### src/sv/wsme_pkg.sv
// wsme_pkg: shared types, constants and helpers for the masked frame encoder
// payload structs, queue entry format and header byte codes
// no dependencies
package wsme_pkg;

  localparam logic       OP_START      = 1'b0;
  localparam logic [3:0] OPC_CLOSE     = 4'h8;
  localparam logic [3:0] OPC_PING      = 4'h9;
  localparam logic [3:0] OPC_PONG      = 4'hA;
  localparam logic [7:0] MASK_BIT      = 8'h80;
  localparam logic [6:0] LEN_CODE_MID  = 7'h7E;
  localparam logic [6:0] LEN_CODE_LONG = 7'h7F;
  localparam int unsigned LEN_SHORT_MAX = 125;
  localparam int unsigned LEN_MID_MAX   = 32'h0000_FFFF;

  localparam int STEP_W = 4;
  localparam logic [STEP_W-1:0] STEP_KEY_SHORT  = 4'd2;
  localparam logic [STEP_W-1:0] STEP_LAST_SHORT = 4'd5;
  localparam logic [STEP_W-1:0] STEP_KEY_MID    = 4'd4;
  localparam logic [STEP_W-1:0] STEP_LAST_MID   = 4'd7;
  localparam logic [STEP_W-1:0] STEP_LEN_LONG   = 4'd6;
  localparam logic [STEP_W-1:0] STEP_KEY_LONG   = 4'd10;
  localparam logic [STEP_W-1:0] STEP_LAST_LONG  = 4'd13;

  typedef struct packed {
    logic        op;
    logic [3:0]  opcode;
    logic        final_fragment;
    logic [31:0] payload_length;
    logic [31:0] frame_key;
    logic [7:0]  payload_byte;
  } in_item_t;

  typedef struct packed {
    logic [7:0] out_byte;
    logic       frame_end;
    logic       rejected;
  } out_item_t;

  typedef enum logic [2:0] {
    KIND_DATA,
    KIND_REJECT,
    KIND_HDR_SHORT,
    KIND_HDR_MID,
    KIND_HDR_LONG
  } entry_kind_t;

  typedef struct packed {
    entry_kind_t kind;
    logic [7:0]  byte0;
    logic        last;
    logic [31:0] length;
    logic [31:0] key;
  } q_entry_t;

  // byte idx of a word, most significant first
  function automatic logic [7:0] word_byte(input logic [31:0] w, input logic [1:0] idx);
    logic [7:0] b;
    case (idx)
      2'd0:    b = w[31:24];
      2'd1:    b = w[23:16];
      2'd2:    b = w[15:8];
      default: b = w[7:0];
    endcase
    return b;
  endfunction

endpackage

### src/sv/wsme_front.sv
// wsme_front: accepts input transfers, tracks the open frame and classifies items
// data bytes are masked here; headers and rejects go to the queue for expansion
// depends on wsme_pkg
module wsme_front #(
  parameter int LENGTH_BITS = 32
) (
  input  logic                clk,
  input  logic                rst_n,
  input  logic                in_valid,
  output logic                in_ready,
  input  wsme_pkg::in_item_t  in_data,
  output logic                push_valid,
  output wsme_pkg::q_entry_t  push_entry,
  input  logic                q_full
);
  import wsme_pkg::*;

  localparam int LW = (LENGTH_BITS < 32) ? LENGTH_BITS : 32;

  logic [LW-1:0] bytes_left_r, bytes_left_nxt;
  logic [31:0]   held_key_r, held_key_nxt;
  logic [1:0]    key_index_r, key_index_nxt;

  logic          accept;
  logic [LW-1:0] len_b;
  logic [31:0]   len32;
  logic          is_ctrl;

  assign in_ready = !q_full;
  assign accept   = in_valid && !q_full;
  assign len_b    = in_data.payload_length[LW-1:0];
  assign len32    = 32'(len_b);

  always_comb begin
    case (in_data.opcode)
      OPC_CLOSE, OPC_PING, OPC_PONG: is_ctrl = 1'b1;
      default:                       is_ctrl = 1'b0;
    endcase
  end

  always_comb begin
    bytes_left_nxt    = bytes_left_r;
    held_key_nxt      = held_key_r;
    key_index_nxt     = key_index_r;
    push_valid        = 1'b0;
    push_entry.kind   = KIND_DATA;
    push_entry.byte0  = {in_data.final_fragment, 3'b000, in_data.opcode};
    push_entry.last   = 1'b0;
    push_entry.length = len32;
    push_entry.key    = in_data.frame_key;
    if (accept) begin
      if (in_data.op == OP_START) begin
        bytes_left_nxt = '0;
        key_index_nxt  = '0;
        push_valid     = 1'b1;
        if (is_ctrl && (!in_data.final_fragment || len32 > 32'(LEN_SHORT_MAX))) begin
          push_entry.kind = KIND_REJECT;
        end else begin
          held_key_nxt   = in_data.frame_key;
          bytes_left_nxt = len_b;
          if (len32 <= 32'(LEN_SHORT_MAX)) begin
            push_entry.kind = KIND_HDR_SHORT;
          end else if (len32 <= 32'(LEN_MID_MAX)) begin
            push_entry.kind = KIND_HDR_MID;
          end else begin
            push_entry.kind = KIND_HDR_LONG;
          end
        end
      end else if (bytes_left_r != '0) begin
        push_valid       = 1'b1;
        push_entry.kind  = KIND_DATA;
        push_entry.byte0 = in_data.payload_byte ^ word_byte(held_key_r, key_index_r);
        push_entry.last  = (bytes_left_r == LW'(1));
        bytes_left_nxt   = bytes_left_r - LW'(1);
        key_index_nxt    = key_index_r + 2'd1;
      end
    end
  end

  always_ff @(posedge clk) begin
    if (!rst_n) begin
      bytes_left_r <= '0;
      held_key_r   <= '0;
      key_index_r  <= '0;
    end else begin
      bytes_left_r <= bytes_left_nxt;
      held_key_r   <= held_key_nxt;
      key_index_r  <= key_index_nxt;
    end
  end

endmodule

### src/sv/wsme_queue.sv
// wsme_queue: short register queue between the front and the back
// holds classified entries so either side may stall on its own
// depends on wsme_pkg
module wsme_queue #(
  parameter int DEPTH = 2
) (
  input  logic               clk,
  input  logic               rst_n,
  input  logic               push_valid,
  input  wsme_pkg::q_entry_t push_entry,
  output logic               full,
  input  logic               pop,
  output logic               head_valid,
  output wsme_pkg::q_entry_t head_entry
);
  import wsme_pkg::*;

  localparam int PW = (DEPTH > 1) ? $clog2(DEPTH) : 1;
  localparam int CW = $clog2(DEPTH + 1);

  q_entry_t        mem_r [DEPTH];
  logic [PW-1:0]   wr_ptr_r, wr_ptr_nxt;
  logic [PW-1:0]   rd_ptr_r, rd_ptr_nxt;
  logic [CW-1:0]   count_r, count_nxt;

  assign full       = (count_r == CW'(DEPTH));
  assign head_valid = (count_r != '0);
  assign head_entry = mem_r[rd_ptr_r];

  always_comb begin
    wr_ptr_nxt = wr_ptr_r;
    rd_ptr_nxt = rd_ptr_r;
    count_nxt  = count_r;
    if (push_valid) begin
      wr_ptr_nxt = (wr_ptr_r == PW'(DEPTH - 1)) ? '0 : wr_ptr_r + PW'(1);
    end
    if (pop) begin
      rd_ptr_nxt = (rd_ptr_r == PW'(DEPTH - 1)) ? '0 : rd_ptr_r + PW'(1);
    end
    if (push_valid && !pop) begin
      count_nxt = count_r + CW'(1);
    end else if (pop && !push_valid) begin
      count_nxt = count_r - CW'(1);
    end
  end

  always_ff @(posedge clk) begin
    if (!rst_n) begin
      wr_ptr_r <= '0;
      rd_ptr_r <= '0;
      count_r  <= '0;
    end else begin
      wr_ptr_r <= wr_ptr_nxt;
      rd_ptr_r <= rd_ptr_nxt;
      count_r  <= count_nxt;
    end
  end

  always_ff @(posedge clk) begin
    if (push_valid) begin
      mem_r[wr_ptr_r] <= push_entry;
    end
  end

  a_count_bound: assert property (@(posedge clk) disable iff (!rst_n)
    count_r <= CW'(DEPTH))
    else $error("queue count beyond depth");

  a_no_overflow: assert property (@(posedge clk) disable iff (!rst_n)
    push_valid |-> (!full || pop))
    else $error("push into full queue");

  a_no_underflow: assert property (@(posedge clk) disable iff (!rst_n)
    pop |-> head_valid)
    else $error("pop from empty queue");

endmodule

### src/sv/wsme_back.sv
// wsme_back: output sequencer that expands queue entries into frame bytes
// headers take several steps, data and reject entries one; output register at the end
// depends on wsme_pkg
module wsme_back (
  input  logic                clk,
  input  logic                rst_n,
  input  logic                q_head_valid,
  input  wsme_pkg::q_entry_t  q_head_entry,
  output logic                q_pop,
  output logic                out_valid,
  input  logic                out_ready,
  output wsme_pkg::out_item_t out_payload
);
  import wsme_pkg::*;

  logic              busy_r, busy_nxt;
  q_entry_t          cur_r, cur_nxt;
  logic [STEP_W-1:0] step_r, step_nxt;
  logic              out_valid_r, out_valid_nxt;
  out_item_t         out_payload_r, out_payload_nxt;

  q_entry_t          src;
  logic [STEP_W-1:0] src_step;
  logic              src_valid;
  logic              advance;
  logic              take;
  out_item_t         gen;
  logic              gen_last;

  assign src       = busy_r ? cur_r : q_head_entry;
  assign src_step  = busy_r ? step_r : '0;
  assign src_valid = busy_r || q_head_valid;
  assign advance   = !out_valid_r || out_ready;
  assign take      = src_valid && advance;
  assign q_pop     = take && !busy_r;

  always_comb begin
    gen.out_byte  = 8'h00;
    gen.frame_end = 1'b0;
    gen.rejected  = 1'b0;
    gen_last      = 1'b1;
    unique case (src.kind)
      KIND_DATA: begin
        gen.out_byte  = src.byte0;
        gen.frame_end = src.last;
      end
      KIND_REJECT: begin
        gen.frame_end = 1'b1;
        gen.rejected  = 1'b1;
      end
      KIND_HDR_SHORT: begin
        gen_last = (src_step == STEP_LAST_SHORT);
        case (src_step)
          4'd0:    gen.out_byte = src.byte0;
          4'd1:    gen.out_byte = MASK_BIT | {1'b0, src.length[6:0]};
          default: gen.out_byte = word_byte(src.key, 2'(src_step - STEP_KEY_SHORT));
        endcase
        gen.frame_end = gen_last && (src.length == '0);
      end
      KIND_HDR_MID: begin
        gen_last = (src_step == STEP_LAST_MID);
        case (src_step)
          4'd0:    gen.out_byte = src.byte0;
          4'd1:    gen.out_byte = MASK_BIT | {1'b0, LEN_CODE_MID};
          4'd2:    gen.out_byte = src.length[15:8];
          4'd3:    gen.out_byte = src.length[7:0];
          default: gen.out_byte = word_byte(src.key, 2'(src_step - STEP_KEY_MID));
        endcase
      end
      KIND_HDR_LONG: begin
        gen_last = (src_step == STEP_LAST_LONG);
        if (src_step == 4'd0) begin
          gen.out_byte = src.byte0;
        end else if (src_step == 4'd1) begin
          gen.out_byte = MASK_BIT | {1'b0, LEN_CODE_LONG};
        end else if (src_step < STEP_LEN_LONG) begin
          gen.out_byte = 8'h00;
        end else if (src_step < STEP_KEY_LONG) begin
          gen.out_byte = word_byte(src.length, 2'(src_step - STEP_LEN_LONG));
        end else begin
          gen.out_byte = word_byte(src.key, 2'(src_step - STEP_KEY_LONG));
        end
      end
      default: begin
        gen_last = 1'b1;
      end
    endcase
  end

  always_comb begin
    busy_nxt        = busy_r;
    cur_nxt         = cur_r;
    step_nxt        = step_r;
    out_valid_nxt   = out_valid_r;
    out_payload_nxt = out_payload_r;
    if (take) begin
      out_valid_nxt   = 1'b1;
      out_payload_nxt = gen;
      cur_nxt         = src;
      step_nxt        = src_step + STEP_W'(1);
      busy_nxt        = !gen_last;
    end else if (out_ready) begin
      out_valid_nxt = 1'b0;
    end
  end

  always_ff @(posedge clk) begin
    if (!rst_n) begin
      busy_r      <= 1'b0;
      out_valid_r <= 1'b0;
    end else begin
      busy_r      <= busy_nxt;
      out_valid_r <= out_valid_nxt;
    end
  end

  always_ff @(posedge clk) begin
    cur_r         <= cur_nxt;
    step_r        <= step_nxt;
    out_payload_r <= out_payload_nxt;
  end

  assign out_valid   = out_valid_r;
  assign out_payload = out_payload_r;

  a_reject_ends: assert property (@(posedge clk) disable iff (!rst_n)
    (out_valid_r && out_payload_r.rejected) |-> out_payload_r.frame_end)
    else $error("reject transfer without frame end");

  a_busy_header: assert property (@(posedge clk) disable iff (!rst_n)
    busy_r |-> (cur_r.kind == KIND_HDR_SHORT || cur_r.kind == KIND_HDR_MID ||
                cur_r.kind == KIND_HDR_LONG))
    else $error("sequencer busy on a single-byte entry");

  a_busy_step: assert property (@(posedge clk) disable iff (!rst_n)
    busy_r |-> (step_r != '0 && step_r <= STEP_LAST_LONG))
    else $error("header step out of range");

endmodule

### src/sv/websocket_masked_frame_encoder_core.sv
// websocket_masked_frame_encoder_core: top level of the client frame encoder
// front classifier, entry queue and output sequencer
// depends on wsme_pkg, wsme_front, wsme_queue, wsme_back
//
// A start transfer opens a frame and yields its header: the first byte, the
// masked length in 7-, 16- or 64-bit form and the four key bytes, 6, 8 or 14
// output transfers that the output sequencer emits one per cycle unless
// stalled. Each data transfer yields one masked payload byte, and data
// passes at one byte per cycle end to end unless stalled. A refused control
// frame yields a single transfer with frame_end and rejected set. Data with
// no frame open is taken and gives nothing. Inputs are taken every cycle
// while the QUEUE_DEPTH entry queue has room, so input stalls only behind a
// header still being sent or a stalled output. LENGTH_BITS bounds the
// payload length counter; lengths are taken modulo 2^LENGTH_BITS below 32.
module websocket_masked_frame_encoder_core #(
  parameter int LENGTH_BITS = 32,
  parameter int QUEUE_DEPTH = 2
) (
  input  logic                clk,
  input  logic                rst_n,
  input  logic                in_valid,
  output logic                in_ready,
  input  wsme_pkg::in_item_t  in_data,
  output logic                out_valid,
  input  logic                out_ready,
  output wsme_pkg::out_item_t out_payload
);
  import wsme_pkg::*;

  logic     push_valid;
  q_entry_t push_entry;
  logic     q_full;
  logic     q_pop;
  logic     q_head_valid;
  q_entry_t q_head_entry;

  wsme_front #(
    .LENGTH_BITS(LENGTH_BITS)
  ) u_front (
    .clk        (clk),
    .rst_n      (rst_n),
    .in_valid   (in_valid),
    .in_ready   (in_ready),
    .in_data    (in_data),
    .push_valid (push_valid),
    .push_entry (push_entry),
    .q_full     (q_full)
  );

  wsme_queue #(
    .DEPTH(QUEUE_DEPTH)
  ) u_queue (
    .clk        (clk),
    .rst_n      (rst_n),
    .push_valid (push_valid),
    .push_entry (push_entry),
    .full       (q_full),
    .pop        (q_pop),
    .head_valid (q_head_valid),
    .head_entry (q_head_entry)
  );

  wsme_back u_back (
    .clk          (clk),
    .rst_n        (rst_n),
    .q_head_valid (q_head_valid),
    .q_head_entry (q_head_entry),
    .q_pop        (q_pop),
    .out_valid    (out_valid),
    .out_ready    (out_ready),
    .out_payload  (out_payload)
  );

endmodule

### config.mk
export PLATFORM = sky130hd
export DESIGN_NAME = websocket_masked_frame_encoder_core
export DESIGN_NICKNAME = d
export VERILOG_FILES = /design/src/sv/wsme_pkg.sv /design/src/sv/wsme_front.sv /design/src/sv/wsme_queue.sv /design/src/sv/wsme_back.sv /design/src/sv/websocket_masked_frame_encoder_core.sv
export SDC_FILE = /design/constraint.sdc
export NUM_CORES = 1
export LEC_CHECK = 0
export BUFFER_PORTS_ARGS = -buffer_cell sky130_fd_sc_hd__buf_2
export CAP_MARGIN = 30
export CORE_AREA = 3 3 208 210
export DETAILED_ROUTE_END_ITERATION = 12
export DIE_AREA = 0 0 211 213
export PLACE_DENSITY_LB_ADDON = 0.1
export SKIP_LAST_GASP = 1
export SYNTH_ARGS = -nofsm -noshare
export SYNTH_HDL_FRONTEND = slang
export SYNTH_SLANG_ARGS = --single-unit
export TNS_END_PERCENT = 50
### constraint.sdc
create_clock -name clk -period 9 [get_ports clk]
set_input_delay 1.8 -clock clk [delete_from_list [all_inputs] [get_ports clk]]
set_output_delay 1.8 -clock clk [all_outputs]
set_load 0.01 [all_outputs]
==> reports/qor.yml <==
drc: 0
syn_area_um2: 14500
cts_resized: 0
setup_tns_ns: 0
wl_per_cell_um: 23.1
path_cells: "buf_2 -> a21o_1 -> inv_2 -> and2_4 -> buf_4"
route.vias.total: 10300
async_flop_share_pct: 0
die_w_um: 211
grt_max_degree: 75
coreArea_um2: 41800
relSlewSlack_pct: 27.4
via_per_inst: 5.48
r2r_end: "u_back.out_payload[4]"
cpPeakStageDelay_ns: 0.61
grt_util_met1_pct: 28.9
dieArea_um2: 44900
multi_input_area_um2: 5410
p_switching_mw: 1.90
ff_latch_area_um2: 8740
globalRouteOverflowTotal: 0
root_buffer: "clkbuf_16"
slew_violations: 0
whs_ns: 0.473
holdBufCountCts: 0
finalNetCount: 1395
hold_path_depth: 2
total_power_mw: 5.44
synth_cells: 1224
cp-startpoint: "in_data[77]"
io_pins: 94
path_delay_family: "buffers and inverters"
timing.final.crit_share_pct: 44.4
avgSynthCellArea_um2: 11.8
drive_gt1_share_pct: 15.6
yosys_register_bits: 315
worst-path-buf-inv: 3
reg2reg_depth: 5
r2r_setup_slack_ns: 5.13
setup.worst_path.start_class: "input port"
setup_viol: 0
portBuffers: 93
cts_tree: "done"
met2_usage_pct: 28.6
yosysWarnings: 0
dp_hpwl_um: 30100
endpoint: "u_queue.mem_r[1][9]"
dp_slack_ns: 4.44
worstSkewPairLatency_ns: 0.55
cp.required_ns: 9.17
synth_edf_count: 242
routed_wirelength_um: 43300
fin_util_pct: 40.1
seq_power_share_pct: 43.0
seq_area_frac_synth_pct: 60.3
fp.dieH_um: 213
internal-power_mw: 3.54
cp.arrival_ns: 4.17
clkTransAtPathRegs_ns: 0.06
drt_pass1_iterations: 5
final_cells: 1873
busiest_layer: "met1"
drv_cap: 0
gp_congestion: 0.909
gr-usage-met3_pct: 3.95
clock.fmax_mhz: 250
numCtsBuffers: 38
cts.sinks: 315
grt_pass1_vias: 9833
dpl_cell_area_um2: 15500
period_needed_ns: 4.00
synthFlopType: "edfxtp_1"
gr-usage-all-layers_pct: 19.2
hold_viol: 0
antenna_left: 0
final_cell_mix: "edfxtp_1, nand2_1, mux2i_1"
cp-end-kind: "flop"
rr_startpoint: "u_back.busy_r"
power.ir.vdd_worst_mv: 0.135
status: "completed"
cts_buffer_depth: 3
total_leakage_power_nw: 5.70
drt-initial-drc-count: 848
post_cts_buffers: 0
syn-num-nets: 1314
tightest_slew_ns: 1.08
layout_commonest_cell: "edfxtp_1"
synth_cell_types: 75
finClkSkew_ns: 0.0232
initial_core_util_pct: 34.7
fin_area_um2: 16700
critPathSlowestCell: "buf_4"
place_inst: 1804
swShare_pct: 34.9
crit_fanout: 44
antenna_found_initial: 0
grt_pass1_wl_um: 64900
rsz0062_at_grt: "no"
row_count: 75
power.clock.fraction_pct: 27.5
critical_path_class: "in2reg"
diodes: 0
hold_class: "reg2reg"
path_depth: 5
fin_ws_ns: 5.00
syn_to_final_growth_pct: 15.6
combPwrFrac_pct: 29.4
p_per_area_nw_per_um2: 325
htreeDepth: 2
fill_cells: 3988
==> worst min-delay path, cell delays in order, from the launching register on <==
cell,delay (ns)
dfxtp_1,0.31
nand2_1,0.05
o22ai_1,0.06
==> sequential cells by signal (all words and copies together) (netlist names), 2 cells and up, named ones only <==
name / count
u_back.cur_r: 76
u_back.out_payload: 10
u_back.step_r: 4
u_front.bytes_left_r: 32
u_front.held_key_r: 32
u_front.key_index_r: 2
u_queue.count_r: 2
u_queue.mem_r: 152
==> power groups by stage <==
stage                     Combinational [mW]  Clock [mW]  Sequential (mW)
after floorplan                         1.11           0             2.28
after global placement                  1.60           0             2.36
after detailed placement                1.60           0             2.37
after CTS                               1.61        1.54             2.34
after global routing                    1.76        1.60             2.39
final                                   1.60        1.50             2.34
==> worst min path at each step <==
stage / start / end / slack (ns)
2_1_floorplan: u_front.bytes_left_r[20] / u_front.bytes_left_r[20] / 0.44
3_3_place_gp: u_front.bytes_left_r[20] / u_front.bytes_left_r[20] / 0.46
3_5_place_dp: u_front.bytes_left_r[20] / u_front.bytes_left_r[20] / 0.46
4_1_cts: u_front.bytes_left_r[20] / u_front.bytes_left_r[20] / 0.47
5_1_grt: u_front.bytes_left_r[20] / u_front.bytes_left_r[20] / 0.50
6_report: u_front.bytes_left_r[20] / u_front.bytes_left_r[20] / 0.47
==> routing by layer <==
| layer | share of wire [%] | wire [um] |
|---|---|---|
| met5 | 0 | 0 |
| met1 | 48 | 20800 |
| met4 | 1.8 | 790 |
| met2 | 44 | 19100 |
| met3 | 5.9 | 2570 |
==> Yosys cell counts, types with 9 or more instances <==
cell type | number | area [um^2]
xnor2_1 | 13 | 114
a211oi_1 | 14 | 105
edfxtp_1 | 242 | 7270
nand2_1 | 127 | 477
nor3_1 | 14 | 70.1
clkbuf_1 | 44 | 165
mux4_2 | 16 | 360
or4_1 | 9 | 67.6
nand3_1 | 31 | 155
inv_1 | 15 | 56.3
o211ai_1 | 14 | 105
a22oi_1 | 11 | 82.6
mux2i_1 | 110 | 1100
buf_2 | 17 | 85.1
a21oi_1 | 48 | 240
o21ai_0 | 88 | 440
nor2b_1 | 10 | 62.6
nand4_1 | 9 | 56.3
nor4_1 | 26 | 163
xor2_1 | 11 | 96.3
nor2_1 | 94 | 353
dfxtp_1 | 73 | 1460
o21ai_1 | 40 | 200
==> logic make-up after synthesis <==
logic type / Yosys count / synth area share, %
xor gates and xnor gates: 24 / 1.45
and+or+nand+nor: 364 / 12.0
muxes: 133 / 10.6
DFF: 315 / 60.3
buffers and inverters: 92 / 2.58
adders and majority gates: 8 / 0.691
AOI/OAI and AO/OA: 288 / 12.3
==> cell type report <==
cell class / count / share of cell area [%]
Sequential cell: 315 / 52.2
Multi-Input combinational cell: 817 / 32.3
Inverter: 21 / 0.471
Timing Repair Buffer: 112 / 3.72
Clock inverter: 15 / 0.725
Clock buffer: 54 / 6.54
Tap cell: 539 / 4.03
No activity file was read; power rests on OpenSTA's default activity.
